`src/rtl/nppl_pkg.sv`:
```
// nppl_pkg: shared constants, codes and control/status structs of the
// nearest path point / lateral error block; no dependencies
`default_nettype none

package nppl_pkg;

    localparam int MAX_POINTS = 1024;
    localparam int ADDR_W     = $clog2(MAX_POINTS);
    localparam int CNT_W      = $clog2(MAX_POINTS + 1);
    localparam int COORD_W    = 32;
    localparam int ACT_W      = 2;
    localparam int IDX_OUT_W  = 10;

    // arithmetic widths
    localparam int MAG_W      = COORD_W;          // magnitude of a coordinate difference
    localparam int MUL_W      = MAG_W + 1;        // multiplier operand
    localparam int PROD_W     = 2 * MUL_W;
    localparam int SQ_W       = 2 * MAG_W;        // one square or cross product
    localparam int SUM_W      = SQ_W + 1;         // sum of two of them
    localparam int NH_W       = SUM_W - MUL_W;    // high part of the numerator
    localparam int TSQ_W      = 2 * SUM_W + 2;    // four times numerator squared
    localparam int DIV_STEPS  = 64;
    localparam int SQRT_STEPS = DIV_STEPS / 2;
    localparam int STEP_W     = $clog2(DIV_STEPS);
    localparam int Q_W        = SQRT_STEPS;

    localparam logic [ACT_W-1:0] ACT_CLEAR  = 2'd0;
    localparam logic [ACT_W-1:0] ACT_APPEND = 2'd1;
    localparam logic [ACT_W-1:0] ACT_QUERY  = 2'd2;

    typedef enum logic [2:0] {
        MUL_SCAN,
        MUL_DEN,
        MUL_NUM,
        MUL_NSQ_A,
        MUL_NSQ_B
    } mul_sel_t;

    typedef enum logic [1:0] {
        RD_SCAN,
        RD_SEG_B,
        RD_SEG_N
    } rd_sel_t;

    typedef struct packed {
        logic     do_clear;
        logic     do_append;
        logic     query_start;
        logic     rd_en;
        rd_sel_t  rd_sel;
        mul_sel_t mul_sel;
        logic     cap_b;
        logic     cap_n;
        logic     den_cap;
        logic     num_cap;
        logic     acc_init;
        logic     acc_add;
        logic     div_start;
        logic     load_out;
    } ctrl_cmd_t;

    typedef struct packed {
        logic few_points;
        logic scan_last;
        logic pipe_busy;
        logic dx_zero;
        logic dy_zero;
        logic div_done;
        logic out_stalled;
    } dp_status_t;

endpackage

`default_nettype wire

```
`src/rtl/nppl_ctrl.sv`:
```
// nppl_ctrl: controller state machine sequencing scan, segment arithmetic
// and division; uses nppl_pkg
`default_nettype none

module nppl_ctrl
    import nppl_pkg::*;
(
    input  wire logic              clk,
    input  wire logic              rst_n,
    input  wire logic              item_valid,
    input  wire logic [ACT_W-1:0]  action,
    input  wire dp_status_t        status,
    output logic                   item_ready,
    output ctrl_cmd_t              cmd
);

    typedef enum logic [3:0] {
        S_IDLE,
        S_SCAN,
        S_DRAIN,
        S_SEG_B,
        S_SEG_N,
        S_DIFF,
        S_CLASS,
        S_MUL_D,
        S_MUL_N,
        S_SUM_N,
        S_NSQ_A,
        S_NSQ_B,
        S_NSQ_C,
        S_DIV_GO,
        S_DIV_WAIT,
        S_OUT
    } state_t;

    state_t state_reg;
    state_t state_next;
    logic   accept;

    assign item_ready = state_reg == S_IDLE;
    assign accept     = item_ready && item_valid;

    always_comb
    begin
        cmd        = '0;
        cmd.rd_sel = RD_SCAN;
        cmd.mul_sel = MUL_SCAN;
        state_next = state_reg;
        case (state_reg)
            S_IDLE:
            begin
                if (accept)
                begin
                    case (action)
                        ACT_CLEAR:  cmd.do_clear = 1'b1;
                        ACT_APPEND: cmd.do_append = 1'b1;
                        ACT_QUERY:
                        begin
                            cmd.query_start = 1'b1;
                            state_next = status.few_points ? S_OUT : S_SCAN;
                        end
                        default:    cmd.do_clear = 1'b0;
                    endcase
                end
            end
            S_SCAN:
            begin
                cmd.rd_en = 1'b1;
                if (status.scan_last)
                begin
                    state_next = S_DRAIN;
                end
            end
            S_DRAIN:
            begin
                if (!status.pipe_busy)
                begin
                    state_next = S_SEG_B;
                end
            end
            S_SEG_B:
            begin
                cmd.rd_en  = 1'b1;
                cmd.rd_sel = RD_SEG_B;
                state_next = S_SEG_N;
            end
            S_SEG_N:
            begin
                cmd.rd_en  = 1'b1;
                cmd.rd_sel = RD_SEG_N;
                cmd.cap_b  = 1'b1;
                state_next = S_DIFF;
            end
            S_DIFF:
            begin
                cmd.cap_n  = 1'b1;
                state_next = S_CLASS;
            end
            S_CLASS:
            begin
                state_next = (status.dx_zero || status.dy_zero) ? S_OUT : S_MUL_D;
            end
            S_MUL_D:
            begin
                cmd.mul_sel = MUL_DEN;
                state_next  = S_MUL_N;
            end
            S_MUL_N:
            begin
                cmd.mul_sel = MUL_NUM;
                cmd.den_cap = 1'b1;
                state_next  = S_SUM_N;
            end
            S_SUM_N:
            begin
                cmd.num_cap = 1'b1;
                state_next  = S_NSQ_A;
            end
            S_NSQ_A:
            begin
                cmd.mul_sel = MUL_NSQ_A;
                state_next  = S_NSQ_B;
            end
            S_NSQ_B:
            begin
                cmd.mul_sel  = MUL_NSQ_B;
                cmd.acc_init = 1'b1;
                state_next   = S_NSQ_C;
            end
            S_NSQ_C:
            begin
                cmd.acc_add = 1'b1;
                state_next  = S_DIV_GO;
            end
            S_DIV_GO:
            begin
                cmd.div_start = 1'b1;
                state_next    = S_DIV_WAIT;
            end
            S_DIV_WAIT:
            begin
                if (status.div_done)
                begin
                    state_next = S_OUT;
                end
            end
            S_OUT:
            begin
                if (!status.out_stalled)
                begin
                    cmd.load_out = 1'b1;
                    state_next   = S_IDLE;
                end
            end
            default:
            begin
                state_next = S_IDLE;
            end
        endcase
    end

    always_ff @(posedge clk or negedge rst_n)
    begin
        if (!rst_n)
        begin
            state_reg <= S_IDLE;
        end
        else
        begin
            state_reg <= state_next;
        end
    end

endmodule

`default_nettype wire

```
`config.mk`:
```
export PLATFORM = sky130hd
export DESIGN_NAME = nppl_ctrl
export DESIGN_NICKNAME = d
export VERILOG_FILES = /design/src/rtl/nppl_pkg.sv /design/src/rtl/nppl_ctrl.sv
export SDC_FILE = /design/constraint.sdc
export NUM_CORES = 1
export LEC_CHECK = 0
export ABC_AREA = 1
export BUFFER_PORTS_ARGS = -buffer_cell sky130_fd_sc_hd__buf_4
export CORE_AREA = 4 4 41 43
export DETAILED_ROUTE_END_ITERATION = 8
export DIE_AREA = 0 0 45 47
export HOLD_SLACK_MARGIN = 0.06
export PLACE_DENSITY_LB_ADDON = 0.1
export SLEW_MARGIN = 30
export SYNTH_ARGS = -nofsm -noshare
export SYNTH_HDL_FRONTEND = slang
export SYNTH_SLANG_ARGS = --single-unit
```
`constraint.sdc`:
```
create_clock -name clk -period 1.1 [get_ports clk]
set_clock_uncertainty 0.1 [all_clocks]
set_input_delay 0 -clock clk [delete_from_list [all_inputs] [get_ports clk]]
set_output_delay 0 -clock clk [all_outputs]
set_load 0.005 [all_outputs]
```
==> impl_metrics.toml, run 1 <==
[worst_setup_path]
r2r_end = "state_reg[2]"
arrival_ps = 1420
cpPeakStageDelay_ps = 440
path_cells = "buf_4 > inv_4 > nand2_4 > buf_4 > nor2_1 > buf_4"
critical_path.endpoint_type = "output pin"
reg2reg_from = "state_reg[2]"
worstSetupPathType = "flop to output pin"
cpMostUsedCell = "buf_4"
reg2reg_depth = 8
start_kind = "flop"
cp_max_fo = 4
crit_slowest_cell = "dfrtp_2"
critPathRequiredTime_ps = 1000
regToRegSetupSlack_ps = -400

[pwr]
power.total_mw = 3.63
ir_drop_v = 0.00190
pwr_density_cell_nw_per_um2 = 2930
power.leakage_nw = 0.646

[sta]
fin_crit_sh_pct = 138
rsz0062_at_grt = "yes"
finalSetupViolations = 22
relSlewSlack_pct = 75.4
fin_crit_ps = 1520
max_freq_ghz = 0.657
finalWorstSetupSlack_ps = -423
hold_viol_final = 0
drv_slew = 0
worst_pin_slew_ps = 365

[status]
status = "complete, but fails checks"
violations = "setup timing"

[synth]
synth_cell_types = 16
synth.area.top_cells = "dfrtp_1 22%, nand2_1 19%, nor2_1 15%"
syn_inst = 86
yosysMostFrequentCell = "nand2_1"
syn-num-nets = 98
synth_edf_count = 0
synth_area_per_cell_sq_um = 5.38
async_reset_ff_share_pct = 100
yosys.area.top_type = "dfrtp_1"
ys_warn_count = 0
synth_seq_area_share_pct = 21.6
ys_ff_latch = 4
yosysTopAreaCellShare_pct = 21.6
synth_area_sq_um = 463
synth_common_cells = "24 x nand2_1, 18 x nor2_1, 9 x inv_1, 9 x nand3_1, 5 x inv_2"
ys.flop_type = "dfrtp_1"

[drt]
avgViaCountPerCell = 5.57
ant_nets = 0
dr.pass1.iters = 5
routed_wl_mm = 3.33
drc = 0
num_vias = 941
wl_per_cell_um = 19.7
drtIter0Drc = 31

[clock_tree]
cts_tree = "yes"
cts_num_sinks = 4
clk_pin_slew_ps = 40
clock_latency_ps = 240
cts_buffers = 3
cts.path.max_buffers = 2
htreeDepth = 1
clockRootBuffer = "clkbuf_4"

[global_route]
grt.total_usage_pct = 24.3
antenna_found_initial = 0
grt_start_max_net_pins = 6
grt_pass1_vias = 835
grt.overflow.total = 0
grt_first_pass_wirelength_mm = 3.64

[worst_hold_path]
hp-class = "input port to flop"
hold_depth = 6
hp-start = "status[4]"
whs_endpoint = "state_reg[3]"

[placed_design]
routabilityCongestion = 0.906
dp.cells = 143
place_hpwl_mm = 1.45
portBuffers = 29

[layout]
largest_reg_flops = 4
nets = 167
fillers = 37
area.growth.synth_to_final_pct = 168
stdcell_count = 169
drive_gt1_share_pct = 70.8
diodes = 0

[die]
rows = 13
core_sq_um = 1300
dieArea_sq_um = 2120
dieHeight_um = 47
dieWidth_um = 45
ios = 30
initial_utilization_pct = 35.6

[job]
maxCapViolCount = 0
==> worst max-delay path by stage <==
| stage | to | cells past startpoint | slack [ps] | startpoint |
|---|---|---|---|---|
| finish | cmd[10] | 6 | -420 | state_reg[2] |
| global route | cmd[10] | 6 | -460 | state_reg[2] |
| CTS | cmd[16] | 6 | -320 | state_reg[0] |
| floorplan | state_reg[1] | 7 | -100 | state_reg[1] |
| detailed placement | state_reg[3] | 7 | -240 | state_reg[1] |
| global placement | state_reg[1] | 7 | -290 | state_reg[1] |
==> cells in the final DEF, fill, tap and decap left out, types with 4 or more instances in the layout <==
master / synthesis / layout
dlygate4sd3_1: 0 / 5
dfrtp_2: 0 / 4
nor2_2: 1 / 4
nand2_2: 1 / 6
buf_4: 1 / 44
buf_6: 0 / 16
inv_1: 9 / 4
nor2_4: 1 / 7
inv_2: 5 / 7
nand2_1: 24 / 15
nor2_1: 18 / 9
nand2_4: 0 / 4
nand3_1: 9 / 4
==> cell type report <==
cell class,count,area [sq um],area share [%]
clock buffers,4,26.3,2.12
inverters,14,62.6,5.05
multi-input cells,67,467,37.6
repair buffers,65,561,45.2
flip-flops and latches,4,105,8.48
well taps,15,18.8,1.51
==> power breakdown <==
group | switching [mW] | internal [mW] | total (mW)
clock network | 0.0613 | 0.136 | 0.197
logic | 1.60 | 1.45 | 3.05
registers | 0.147 | 0.240 | 0.387
==> logic make-up (layout without fill, tap and decap cells) <==
group	count (synthesis)	count (layout)	synth area share [%]
and+or+nand+nor	60	60	55.9
AOI/OAI and AO/OA	7	7	9.46
buffers and inverters	15	83	13.0
DFF	4	4	21.6
==> routing by layer <==
metal	up-vias	routed length, um	track usage, %
met5	-	0	0
met4	0	257	15.2
met3	22	219	6.51
met2	64	1720	46.9
met1	439	1130	22.4
li1	416	-	-
==> through the flow <==
step	setup WS, ps	utilization [%]	hold WS (ps)	instance area [sq um]	TNS, ps
CTS	-320	83.8	86.4	1090	-5350
global route	-465	95.3	109	1240	-8250
detailed placement	-242	64.0	-302	833	-1890
floorplan	-103	-	-396	499	-409
finish	-423	95.3	108	1240	-7160
global placement	-287	64.0	-302	833	-2150
==> critical path, delay by kind of cell, from the launching register on <==
| kind | cells | cell delay [ps] |
|---|---|---|
| buffers and inverters | 4 | 520 |
| flip-flops | 1 | 440 |
| AND/OR/NAND/NOR | 2 | 220 |
==> repair_timing <==
action                                  CTS  global route
hold buffers                              5             0
resized for setup                        28            30
pin swaps                                 8            10
endpoints found under the hold margin     7             0
setup buffers                            12             6
endpoints found under the setup margin   22            22
(Power assumes the default switching activity.)
==> inputs of run 2 (changes only) <==
Settings changed: MAX_ROUTING_LAYER from default to met4.
==> impl_metrics.toml, run 2 (synthesis results as in run 1) <==
[status]
status = "complete, but fails checks"
violations = "setup timing"

[worst_setup_path]
regToRegSetupSlack_ps = -340
worstSetupPathType = "flop to output pin"
cpPeakStageDelay_ps = 470
path_cells = "nor2_4 > inv_2 > nor2_4 > nand2_2 > nor3_2 > buf_4"
cp_max_fo = 5
r2r_end = "state_reg[0]"
crit_slowest_cell = "dfrtp_2"
cpMostUsedCell = "nor2_4"
reg2reg_from = "state_reg[0]"
start_kind = "flop"
reg2reg_depth = 7
critical_path.endpoint_type = "output pin"
critPathRequiredTime_ps = 1000
arrival_ps = 1380

[clock_tree]
cts_buffers = 3
cts.path.max_buffers = 2
cts_num_sinks = 4
cts_tree = "yes"
htreeDepth = 1
clockRootBuffer = "clkbuf_4"
clock_latency_ps = 260
clk_pin_slew_ps = 50

[placed_design]
portBuffers = 29
place_hpwl_mm = 1.45
routabilityCongestion = 0.930
dpl_cell_area_sq_um = 848
dpl_worst_slack_ps = -332

[layout]
drive_gt1_share_pct = 64.9
stdcell_area_sq_um = 1130
diodes = 0
utilization_pct = 87.2
largest_reg_flops = 4
final_common_cell = "buf_4"
layout_common_cells = "49 x buf_4, 20 x nand2_1, 8 x inv_2, 8 x nor2_2, 8 x nand3_1"
area.growth.synth_to_final_pct = 145
nets = 164

[drt]
num_vias = 849
avgViaCountPerCell = 5.11
dr.pass1.iters = 4
drc = 0
routed_wl_mm = 2.53
drtIter0Drc = 29
ant_nets = 0
wl_per_cell_um = 15.2

[sta]
finalSetupViolations = 22
hold_viol_final = 0
setup-tns-final_ps = -6520
fin_crit_ps = 1480
drv_slew = 0
worst_pin_slew_ps = 247
fin_crit_sh_pct = 135
rsz0062_at_grt = "yes"
finalWorstSetupSlack_ps = -383
relSlewSlack_pct = 83.4
max_freq_ghz = 0.674

[worst_hold_path]
hold_depth = 6
hp-start = "status[4]"
whs_endpoint = "state_reg[3]"
hp-class = "input port to flop"

[global_route]
grt_pass1_vias = 846
grt_first_pass_wirelength_mm = 3.75
antenna_found_initial = 0
grt.overflow.total = 0
grt.total_usage_pct = 25.5
grt_start_max_net_pins = 7

[die]
initial_utilization_pct = 35.6
ios = 30
dieHeight_um = 47
core_sq_um = 1300
dieArea_sq_um = 2120
dieWidth_um = 45
rows = 13

[job]
maxCapViolCount = 0

[pwr]
pwr_density_cell_nw_per_um2 = 2820
power.total_mw = 3.19
ir_drop_v = 0.00159
power.leakage_nw = 0.602
run 2: cell types whose count changed in the layout (fill, tap and decap cells not counted), moves of 2 or more:
cell and delta:
inv_4 -2, nand2_4 -2, nand3_4 -2, nand3_2 -2, nand2_1 +5, nor2_1 -4, nand3_1 +4, inv_1 +2
buf_6 -9, nor2_2 +4, nand2_2 -3, buf_4 +5
run 2: what timing repair did:
item	4_1_cts	5_1_grt
resized for setup	28	6
hold buffers	5	0
endpoints found under the setup margin	22	22
buffers inserted	10	3
pin swaps	5	8
endpoints found under the hold margin	7	0
run 2: routing by layer:
| layer | routed length, um | up-vias | track usage [%] | part of all wire, % |
|---|---|---|---|---|
| met1 | 865 | 389 | 24.0 | 34 |
| met4 | 67 | 0 | 5.85 | 2.7 |
| met5 | 0 | - | - | 0 |
| met2 | 1420 | 47 | 50.6 | 56 |
| li1 | - | 403 | - | - |
| met3 | 170 | 10 | 6.90 | 6.7 |
run 2: final cells by class:
class                           instances  area [sq um]
Fill cell                              63           166
Tap cell                               15          18.8
Clock buffer                            4          26.3
Multi-Input combinational cell         67           415
Inverter                               14          52.6
Sequential cell                         4           105
Timing Repair Buffer                   62           517
run 2: worst max-delay path by stage:
stage / startpoint / endpoint / slack [ps] / cells past startpoint
after floorplan: state_reg[1] / state_reg[1] / -100 / 7
after global placement: state_reg[1] / state_reg[1] / -340 / 7
after detailed placement: state_reg[1] / state_reg[2] / -330 / 7
after CTS: state_reg[3] / cmd[15] / -340 / 6
after global routing: state_reg[0] / cmd[15] / -450 / 6
final: state_reg[0] / cmd[15] / -380 / 6
run 2: report_power, final:
| part | switching [mW] | internal [mW] |
|---|---|---|
| clock network | 0.0798 | 0.137 |
| registers | 0.163 | 0.240 |
| logic | 1.28 | 1.30 |
| total | 1.52 | 1.68 |
run 2: worst max-delay path: cells and delay by family, from the launching register on:
family / cells / cell delay, ps
AND/OR/NAND/NOR: 4 / 460
flip-flops: 1 / 470
buffers and inverters: 2 / 210
run 2: per-stage QoR:
stage	hold WS, ps	cells
global placement	-304	145
global route	119	166
finish	84.6	166
CTS	60.8	164
floorplan	-396	86
detailed placement	-303	145
